`src/sv/reflector_peak_detector_assert.svh`:
```
// Assertion macros for the reflector peak detector.
// Needs a clock i_clk and an active-low reset i_rst_n in the including scope.
`ifndef REFLECTOR_PEAK_DETECTOR_ASSERT_SVH
`define REFLECTOR_PEAK_DETECTOR_ASSERT_SVH

// Same-cycle implication, checked outside reset.
`define RPD_ASSERT_NOW(lbl, ante, cons, msg) \
    lbl: assert property (@(posedge i_clk) disable iff (!i_rst_n) (ante) |-> (cons)) \
        else $error(msg);

// Next-cycle implication, checked outside reset.
`define RPD_ASSERT_NEXT(lbl, ante, cons, msg) \
    lbl: assert property (@(posedge i_clk) disable iff (!i_rst_n) (ante) |=> (cons)) \
        else $error(msg);

`endif

```
`src/sv/rpd_pkg.sv`:
```
// Shared types and constants of the reflector peak detector.
// No dependencies.
package rpd_pkg;

    localparam int MAX_WINDOW = 32;
    localparam int MAX_BEAMS  = 4096;
    localparam int RING_DEPTH = 2 * MAX_WINDOW + 3;
    localparam int RING_AW    = 7;
    localparam int IDX_W      = 12;

    localparam logic [2:0] CFG_PEAK_THR  = 3'd0;
    localparam logic [2:0] CFG_VALLEY    = 3'd1;
    localparam logic [2:0] CFG_WINDOW    = 3'd2;
    localparam logic [2:0] CFG_MAX_DET   = 3'd3;
    localparam logic [2:0] CFG_SENS_MIN  = 3'd4;
    localparam logic [2:0] CFG_SENS_MAX  = 3'd5;

    typedef struct packed {
        logic        last;
        logic        finite;
        logic [15:0] range_mm;
        logic [15:0] intensity;
    } t_beam;

    typedef struct packed {
        logic [15:0] peak_thr;
        logic [15:0] valley_thr;
        logic [5:0]  window;
        logic [15:0] max_det;
        logic [15:0] sens_min;
        logic [15:0] sens_max;
    } t_cfg;

    typedef struct packed {
        logic  valid;
        t_beam beam;
    } t_q_out;

    typedef enum logic [2:0] {
        ST_IDLE,
        ST_WALK,
        ST_DECIDE,
        ST_DET,
        ST_SUM
    } t_state;

endpackage

```
`src/sv/rpd_queue.sv`:
```
// Two-entry beam queue between the stream front end and the detection engine.
// Depends on rpd_pkg.
module rpd_queue (
    input  logic           i_clk,
    input  logic           i_rst_n,
    input  logic           i_push,
    input  rpd_pkg::t_beam i_beam,
    output logic           o_full,
    input  logic           i_pop,
    output rpd_pkg::t_q_out o_q
);

    rpd_pkg::t_beam r_slot [2];
    logic           r_wr;
    logic           r_rd;
    logic [1:0]     r_cnt;

    always_ff @(posedge i_clk) begin
        if (i_push) begin
            r_slot[r_wr] <= i_beam;
        end
    end

    always_ff @(posedge i_clk) begin
        if (!i_rst_n) begin
            r_wr  <= 1'b0;
            r_rd  <= 1'b0;
            r_cnt <= 2'd0;
        end else begin
            if (i_push) begin
                r_wr <= ~r_wr;
            end
            if (i_pop) begin
                r_rd <= ~r_rd;
            end
            r_cnt <= r_cnt + {1'b0, i_push} - {1'b0, i_pop};
        end
    end

    assign o_full     = r_cnt == 2'd2;
    assign o_q.valid  = r_cnt != 2'd0;
    assign o_q.beam   = r_slot[r_rd];

endmodule

```
`src/sv/rpd_engine.sv`:
```
// Detection engine: beam ring memory, window walk, decision and result register.
// Depends on rpd_pkg.
module rpd_engine (
    input  logic            i_clk,
    input  logic            i_rst_n,
    input  rpd_pkg::t_cfg   i_cfg,
    input  rpd_pkg::t_q_out i_q,
    output logic            o_pop,
    output logic            o_valid,
    input  logic            i_ready,
    output logic [55:0]     o_data,
    output logic            o_user
);

    rpd_pkg::t_state r_state, n_state;

    logic [32:0] r_ring [rpd_pkg::RING_DEPTH];
    logic [32:0] r_rd;
    logic [rpd_pkg::RING_AW-1:0] r_wp, wp_next, rd_addr;

    logic [11:0] r_cnt, r_nci, r_i;
    logic [7:0]  r_found;
    logic [5:0]  r_w, w_eff;
    logic        r_elig, r_last, r_pf, r_fail, r_dv;
    logic [6:0]  r_k, r_dk, back, two_w;
    logic [15:0] r_pi, r_pr, r_vl, r_vr;
    logic        r_ov, r_ouser;
    logic [55:0] r_odata;

    logic        sat, elig, ok, out_free, load_out, issue;
    logic [55:0] out_data;
    logic        out_user;
    logic [7:0]  pos_wide;
    logic [15:0] a;

    always_comb begin
        if (i_cfg.window == 6'd0) begin
            w_eff = 6'd1;
        end else if (i_cfg.window > 6'(rpd_pkg::MAX_WINDOW)) begin
            w_eff = 6'(rpd_pkg::MAX_WINDOW);
        end else begin
            w_eff = i_cfg.window;
        end
    end

    assign sat     = r_cnt >= 12'(rpd_pkg::MAX_BEAMS - 1);
    assign elig    = !sat && (r_cnt >= {5'd0, w_eff, 1'b0} + 12'd4);
    assign wp_next = (r_wp == 7'(rpd_pkg::RING_DEPTH - 1)) ? '0 : r_wp + 7'd1;
    assign two_w   = {r_w, 1'b0};
    assign issue   = (r_state == rpd_pkg::ST_WALK) && (r_k <= two_w);

    // Center first, then the left side outward, then the right side outward.
    always_comb begin
        if (r_k == 7'd0) begin
            back = {1'b0, r_w} + 7'd2;
        end else if (r_k <= {1'b0, r_w}) begin
            back = {1'b0, r_w} + 7'd2 + r_k;
        end else begin
            back = two_w + 7'd2 - r_k;
        end
        pos_wide = (r_wp >= back) ? {1'b0, r_wp - back}
                                  : {1'b0, r_wp} + 8'(rpd_pkg::RING_DEPTH) - {1'b0, back};
        rd_addr  = pos_wide[rpd_pkg::RING_AW-1:0];
    end

    assign ok = r_elig && !r_fail && (r_i >= r_nci) && (r_pi >= i_cfg.peak_thr) && r_pf
                && (r_pr >= i_cfg.sens_min) && (r_pr <= i_cfg.sens_max)
                && (r_pr <= i_cfg.max_det) && (r_vl < i_cfg.valley_thr)
                && (r_vr < i_cfg.valley_thr);
    assign out_free = !r_ov || i_ready;

    always_comb begin
        n_state  = r_state;
        o_pop    = 1'b0;
        load_out = 1'b0;
        out_data = '0;
        out_user = 1'b0;
        case (r_state)
            rpd_pkg::ST_IDLE: begin
                if (i_q.valid) begin
                    o_pop   = 1'b1;
                    n_state = elig ? rpd_pkg::ST_WALK : rpd_pkg::ST_DECIDE;
                end
            end
            rpd_pkg::ST_WALK: begin
                if (r_dv && (r_dk == two_w)) begin
                    n_state = rpd_pkg::ST_DECIDE;
                end
            end
            rpd_pkg::ST_DECIDE: begin
                if (ok) begin
                    n_state = rpd_pkg::ST_DET;
                end else if (r_last) begin
                    n_state = rpd_pkg::ST_SUM;
                end else begin
                    n_state = rpd_pkg::ST_IDLE;
                end
            end
            rpd_pkg::ST_DET: begin
                out_data = {3'd0, 1'b0, r_found, r_pi, r_pr, r_i};
                if (out_free) begin
                    load_out = 1'b1;
                    n_state  = r_last ? rpd_pkg::ST_SUM : rpd_pkg::ST_IDLE;
                end
            end
            rpd_pkg::ST_SUM: begin
                out_data = {3'd0, r_found == 8'd2, r_found, 44'd0};
                out_user = 1'b1;
                if (out_free) begin
                    load_out = 1'b1;
                    n_state  = rpd_pkg::ST_IDLE;
                end
            end
            default: n_state = rpd_pkg::ST_IDLE;
        endcase
    end

    always_ff @(posedge i_clk) begin
        if (!i_rst_n) begin
            r_state <= rpd_pkg::ST_IDLE;
        end else begin
            r_state <= n_state;
        end
    end

    always_ff @(posedge i_clk) begin
        if (o_pop) begin
            r_ring[wp_next] <= {i_q.beam.finite, i_q.beam.range_mm, i_q.beam.intensity};
        end
        r_rd <= r_ring[rd_addr];
    end

    assign a = r_rd[15:0];

    always_ff @(posedge i_clk) begin
        if (o_pop) begin
            r_w    <= w_eff;
            r_elig <= elig;
            r_last <= i_q.beam.last;
            r_i    <= r_cnt - {6'd0, w_eff} - 12'd2;
            r_k    <= '0;
            r_fail <= 1'b0;
            r_vl   <= 16'hFFFF;
            r_vr   <= 16'hFFFF;
        end
        if (issue) begin
            r_k <= r_k + 7'd1;
        end
        r_dk <= r_k;
        if (r_dv) begin
            if (r_dk == 7'd0) begin
                r_pi <= r_rd[15:0];
                r_pr <= r_rd[31:16];
                r_pf <= r_rd[32];
            end else begin
                if (a > r_pi) begin
                    r_fail <= 1'b1;
                end
                if (r_dk <= {1'b0, r_w}) begin
                    if (a < r_vl) begin
                        r_vl <= a;
                    end
                end else if (a < r_vr) begin
                    r_vr <= a;
                end
            end
        end
        if (load_out) begin
            r_odata <= out_data;
            r_ouser <= out_user;
        end
    end

    always_ff @(posedge i_clk) begin
        if (!i_rst_n) begin
            r_wp    <= '0;
            r_cnt   <= '0;
            r_nci   <= '0;
            r_found <= '0;
            r_dv    <= 1'b0;
            r_ov    <= 1'b0;
        end else begin
            r_dv <= issue;
            if (o_pop) begin
                r_wp <= wp_next;
                if (!sat) begin
                    r_cnt <= r_cnt + 12'd1;
                end
            end
            if ((r_state == rpd_pkg::ST_DECIDE) && ok) begin
                if (r_found != 8'hFF) begin
                    r_found <= r_found + 8'd1;
                end
                r_nci <= r_i + {6'd0, r_w} + 12'd1;
            end
            if (load_out && out_user) begin
                r_cnt   <= '0;
                r_nci   <= '0;
                r_found <= '0;
            end
            if (load_out) begin
                r_ov <= 1'b1;
            end else if (i_ready) begin
                r_ov <= 1'b0;
            end
        end
    end

    assign o_valid = r_ov;
    assign o_data  = r_odata;
    assign o_user  = r_ouser;

endmodule

```
`src/sv/reflector_peak_detector.sv`:
```
// Top level of the reflector peak detector: configuration registers, beam queue
// and detection engine. Depends on rpd_pkg, rpd_queue, rpd_engine and the assert header.

// The block takes one lidar beam per transfer and reports reflector peaks of the
// scan, followed by one summary transfer after the beam marked by tlast. A beam
// that can complete a decision is taken and written to the ring memory, then the
// center and both W-beam sides are walked through the single read port of the
// ring, and then the beam is decided; a beam that yields a detection then loads
// the result register. Other beams are only taken and decided. The summary also
// loads the result register. A two-entry queue takes beams while the engine
// works, and the result register holds a finished result while the engine goes on.
`include "reflector_peak_detector_assert.svh"

module reflector_peak_detector (
    input  logic        i_clk,
    input  logic        i_rst_n,
    input  logic        i_cfg_we,
    input  logic [2:0]  i_cfg_index,
    input  logic [15:0] i_cfg_data,
    input  logic        s_axis_tvalid,
    output logic        s_axis_tready,
    // Fields from bit 0: beam_intensity[15:0], beam_range_mm[31:16], range_is_finite[32].
    input  logic [39:0] s_axis_tdata,
    input  logic        s_axis_tlast,
    output logic        m_axis_tvalid,
    input  logic        m_axis_tready,
    // Fields from bit 0: peak_index[11:0], peak_range_mm[27:12], peak_intensity[43:28],
    // reflector_count[51:44], pair_found[52].
    output logic [55:0] m_axis_tdata,
    // Fields from bit 0: is_summary[0].
    output logic        m_axis_tuser
);

    rpd_pkg::t_cfg   r_cfg;
    rpd_pkg::t_beam  beam;
    rpd_pkg::t_q_out q;
    logic            full, pop;

    // Configuration registers; writes to unknown indexes are dropped.
    always_ff @(posedge i_clk) begin
        if (!i_rst_n) begin
            r_cfg.peak_thr   <= 16'd43;
            r_cfg.valley_thr <= 16'd29;
            r_cfg.window     <= 6'd19;
            r_cfg.max_det    <= 16'd3000;
            r_cfg.sens_min   <= 16'd150;
            r_cfg.sens_max   <= 16'd12000;
        end else if (i_cfg_we) begin
            case (i_cfg_index)
                rpd_pkg::CFG_PEAK_THR: r_cfg.peak_thr   <= i_cfg_data;
                rpd_pkg::CFG_VALLEY:   r_cfg.valley_thr <= i_cfg_data;
                rpd_pkg::CFG_WINDOW:   r_cfg.window     <= i_cfg_data[5:0];
                rpd_pkg::CFG_MAX_DET:  r_cfg.max_det    <= i_cfg_data;
                rpd_pkg::CFG_SENS_MIN: r_cfg.sens_min   <= i_cfg_data;
                rpd_pkg::CFG_SENS_MAX: r_cfg.sens_max   <= i_cfg_data;
                default: ;
            endcase
        end
    end

    assign beam.intensity = s_axis_tdata[15:0];
    assign beam.range_mm  = s_axis_tdata[31:16];
    assign beam.finite    = s_axis_tdata[32];
    assign beam.last      = s_axis_tlast;
    assign s_axis_tready  = !full;

    rpd_queue u_queue (
        .i_clk   (i_clk),
        .i_rst_n (i_rst_n),
        .i_push  (s_axis_tvalid && !full),
        .i_beam  (beam),
        .o_full  (full),
        .i_pop   (pop),
        .o_q     (q)
    );

    rpd_engine u_engine (
        .i_clk   (i_clk),
        .i_rst_n (i_rst_n),
        .i_cfg   (r_cfg),
        .i_q     (q),
        .o_pop   (pop),
        .o_valid (m_axis_tvalid),
        .i_ready (m_axis_tready),
        .o_data  (m_axis_tdata),
        .o_user  (m_axis_tuser)
    );

    `RPD_ASSERT_NOW(a_sum_no_peak, m_axis_tvalid && m_axis_tuser,
        m_axis_tdata[43:0] == 44'd0, "summary carries peak fields")
    `RPD_ASSERT_NOW(a_det_no_pair, m_axis_tvalid && !m_axis_tuser,
        !m_axis_tdata[52] && m_axis_tdata[51:44] != 8'd0, "detection has pair flag or zero count")
    `RPD_ASSERT_NOW(a_pop_needs_item, pop, q.valid, "engine popped an empty queue")
    `RPD_ASSERT_NEXT(a_out_hold, m_axis_tvalid && !m_axis_tready,
        m_axis_tvalid && $stable(m_axis_tdata) && $stable(m_axis_tuser),
        "result changed while stalled")

endmodule

```
`config.mk`:
```
export PLATFORM = sky130hd
export DESIGN_NAME = reflector_peak_detector
export DESIGN_NICKNAME = d
export VERILOG_FILES = /design/src/sv/rpd_pkg.sv /design/src/sv/rpd_queue.sv /design/src/sv/rpd_engine.sv /design/src/sv/reflector_peak_detector.sv
export VERILOG_INCLUDE_DIRS = /design/src /design/src/sv
export SDC_FILE = /design/constraint.sdc
export NUM_CORES = 2
export LEC_CHECK = 0
export BUFFER_PORTS_ARGS = -buffer_cell sky130_fd_sc_hd__buf_4
export CORE_ASPECT_RATIO = 0.75
export CORE_MARGIN = 2
export CORE_UTILIZATION = 30
export CTS_BUF_LIST = sky130_fd_sc_hd__clkbuf_2 sky130_fd_sc_hd__clkbuf_4 sky130_fd_sc_hd__clkbuf_8
export CTS_CLUSTER_SIZE = 20
export DETAILED_ROUTE_END_ITERATION = 7
export PLACE_DENSITY_LB_ADDON = 0.08
export SETUP_SLACK_MARGIN = 0.4
export SLEW_MARGIN = 20
export SYNTH_ARGS = -nofsm -noshare
export SYNTH_HDL_FRONTEND = slang
export SYNTH_SLANG_ARGS = --single-unit
```
`constraint.sdc`:
```
create_clock -name i_clk -period 7.5 [get_ports i_clk]
set_clock_uncertainty 0.2 [all_clocks]
set_input_delay 1.875 -clock i_clk [delete_from_list [all_inputs] [get_ports i_clk]]
set_output_delay 1.875 -clock i_clk [all_outputs]
set_load 0.005 [all_outputs]
```
==> flow_summary.ini <==
[synth]
yosysUniqueCellTypes = 78
ys_ff_latch = 2601
yosysWarnings = 0
postSynth.asyncResetShare_pct = 0
synthFlopType = edfxtp_1
synth_edf_count = 2393
synth_area_per_cell_um2 = 15.1
synth_sequential_area_ratio_pct = 68.4
syn_area_um2 = 111000
syn_inst = 7350

[worst_setup_path]
worst-endpoint-arrival_ps = 7620
worstSetupStartpointType = flip-flop
r2r_cells = 27
crit_fanout = 44
end_kind = flip-flop
cp_data_required_time_ps = 8330
criticalPathCategory = reg2reg

[cells_and_area]
regArea_um2 = 76000
fillers = 35100
fin_nets = 8182
drive_above_1_share_pct = 22.4
area_growth_pct = 17.0
multi_input_area_um2 = 33600
mostFrequentLayoutCells = edfxtp_1 (2393), nand2_1 (551), nor2_1 (512), clkbuf_8 (465), buf_4 (456)
fin_area_um2 = 130000
final_common_cell = edfxtp_1

[route]
drt_iter0_drc = 6621
postRouteAntennaNets = 0
wl_per_cell_um = 29.4
vias = 68300
wl_um = 386000
drc = 0
drtPass1Iterations = 6
via_per_inst = 5.21

[placed_design]
place_congestion = 0.788
hpwl_um = 227000
io_buffer_count = 113
dpl_cell_area_um2 = 121000

[global_routing]
grt-ovfl-total = 0
grt_pass1_wl_um = 534000
grtUsageTotal_pct = 20.0
grt_pass1_vias = 68100
antenna_found_initial = 63
grt_start_max_net_pins = 118

[sta]
worst_pin_slew_ps = 1140
drv_slew = 0
setup_viol = 0
fin_crit_ps = 6790
timing.hold.ws_ps = 225
finalCritPeriodShare_pct = 90.5
slew_headroom_pct = 23.7
fmax_ghz = 0.147
final_hold_viol_count = 0
final.setup.tns_ps = 0
rsz0062_at_grt = false

[job]
max_cap_viol_count = 0

[worst_hold_path]
hold_depth = 0
holdCritPathClass = reg2reg

[clock_tree]
clock_latency_ps = 1090
cts_buffers = 434
cts_tree = yes
clkSinkCount = 2601
cts-root-buf = clkbuf_8
clkTransAtPathRegs_ps = 70
clock_path_buffers = 4
cts.htree.levels = 5

[die]
core_um2 = 369000
die-area_um2 = 375000
io_pins = 124
start_util_pct = 30.1
fp-row-count = 193
die_y_um = 531
die_w_um = 707

[status]
status = complete, no violations
## path summary, 6_finish.rpt
check                    start                 to  slack (ps)
max reg2reg    u_engine.r_k[1]  u_engine.r_rd[26]         710
max            u_engine.r_k[1]  u_engine.r_rd[26]         710
min          u_engine.r_rd[32]      u_engine.r_pf         230
min reg2reg  u_engine.r_rd[32]      u_engine.r_pf         230
## routing by layer
layer	track usage (%)	wire length [µm]
met4	4.73	8390
met1	29.9	186000
met2	30.3	168000
met5	0	27
met3	3.25	23700
## stage by stage
step	cells	utilization (%)	worst slack, ps
5_1_grt	13100	35.3	408
2_1_floorplan	7352	-	1750
3_3_place_gp	12300	32.8	214
6_report	13100	35.3	711
4_1_cts	13100	35.1	408
3_5_place_dp	12300	32.8	173
## state kept, by name (all words and copies together) (netlist names), 2 cells and up, named ones only
register,flops
u_engine.r_i,12
u_engine.r_w,6
u_engine.r_rd,33
u_engine.r_dk,7
u_engine.r_cnt,12
u_engine.r_pr,16
u_engine.r_state,3
u_queue.r_slot,68
r_cfg,86
u_engine.o_data,53
u_engine.r_vr,16
u_engine.r_found,8
u_engine.r_pi,16
u_engine.r_k,7
u_engine.r_nci,12
u_engine.r_wp,7
u_engine.r_ring,2211
u_queue.r_cnt,2
u_engine.r_vl,16
## layout make-up
| cell class | count | area share, % |
|---|---|---|
| antenna | 24 | 0.0462 |
| clock buffer | 629 | 5.87 |
| clock inverter | 141 | 0.660 |
| inverter | 209 | 0.609 |
| multi-input combinational | 4091 | 25.8 |
| sequential | 2601 | 58.5 |
| tap | 4875 | 4.69 |
| timing repair buffer | 533 | 3.85 |
## critical path, cell delays in order (launching register included)
cell and delay [ps]:
edfxtp_1 450, inv_1 110, ha_1 290, inv_1 60, ha_1 230, fa_1 470, a21oi_1 160, nor2_1 50
nor2_1 110, xor2_1 90, nor2_1 90, a21oi_1 50, a21oi_1 170, buf_4 180, inv_1 50, ha_1 380
nor2b_1 200, a21oi_2 280, o21a_4 290, buf_4 360, buf_4 320, nor3_2 80, a31oi_4 350, buf_12 300
nor2_1 70, o41ai_1 610, a22o_1 500, or4_1 190
## cells in the mapped netlist (24+ instances only)
cell type  number  area, µm²
mux4_2        339       7630
or4_1          66        495
and3_1         59        369
buf_2          73        365
a221oi_1       36        315
edfxtp_1     2393      71900
o2111ai_1      35        307
ha_1          237       2970
nand2_1       553       2080
inv_1         207        777
nor2_1        590       2210
nand3_1        86        430
a22o_1         31        272
o311a_1        64        641
buf_1          30        113
clkbuf_1      328       1230
a22oi_1        33        248
dfxtp_1       208       4160
o21ai_0        79        395
nor2b_1        35        219
a21oi_1       417       2090
mux2_2        132       1490
a21o_1         58        435
a211oi_1       78        586
nand2b_1       53        332
o41ai_1        67        587
o211ai_1       65        488
o22ai_1       225       1410
nor3_1        120        601
o221ai_1       66        578
nand4_1        31        194
xor2_1         24        210
mux2i_1       328       3280
xnor2_1        45        394
## cells by family (layout without fill, tap and decap cells)
group	Yosys count	after routing	share of synthesized area [%]
DFF	2601	2601	68.4
and+or+nand+nor	1642	1642	6.55
AOI/OAI and AO/OA	1325	1325	8.02
muxes	802	803	11.2
buffers and inverters	661	1512	2.40
adders and majority gates	247	247	2.85
xor gates and xnor gates	70	70	0.558
other	2	28	0.00676
## timing repair
item / 4_1_cts / 5_1_grt
hold buffers: 0 / 0
endpoints found under the hold margin: 0 / 0
resized for setup: 6 / 14
endpoints found under the setup margin: 31 / 31
buffers inserted: 2 / 20
gates cloned: 0 / 1
pin swaps: 1 / 5
Power is left out: the tool's default activity adds up to more than one toggle a clock period on the data nets, which glitch-free logic cannot reach.
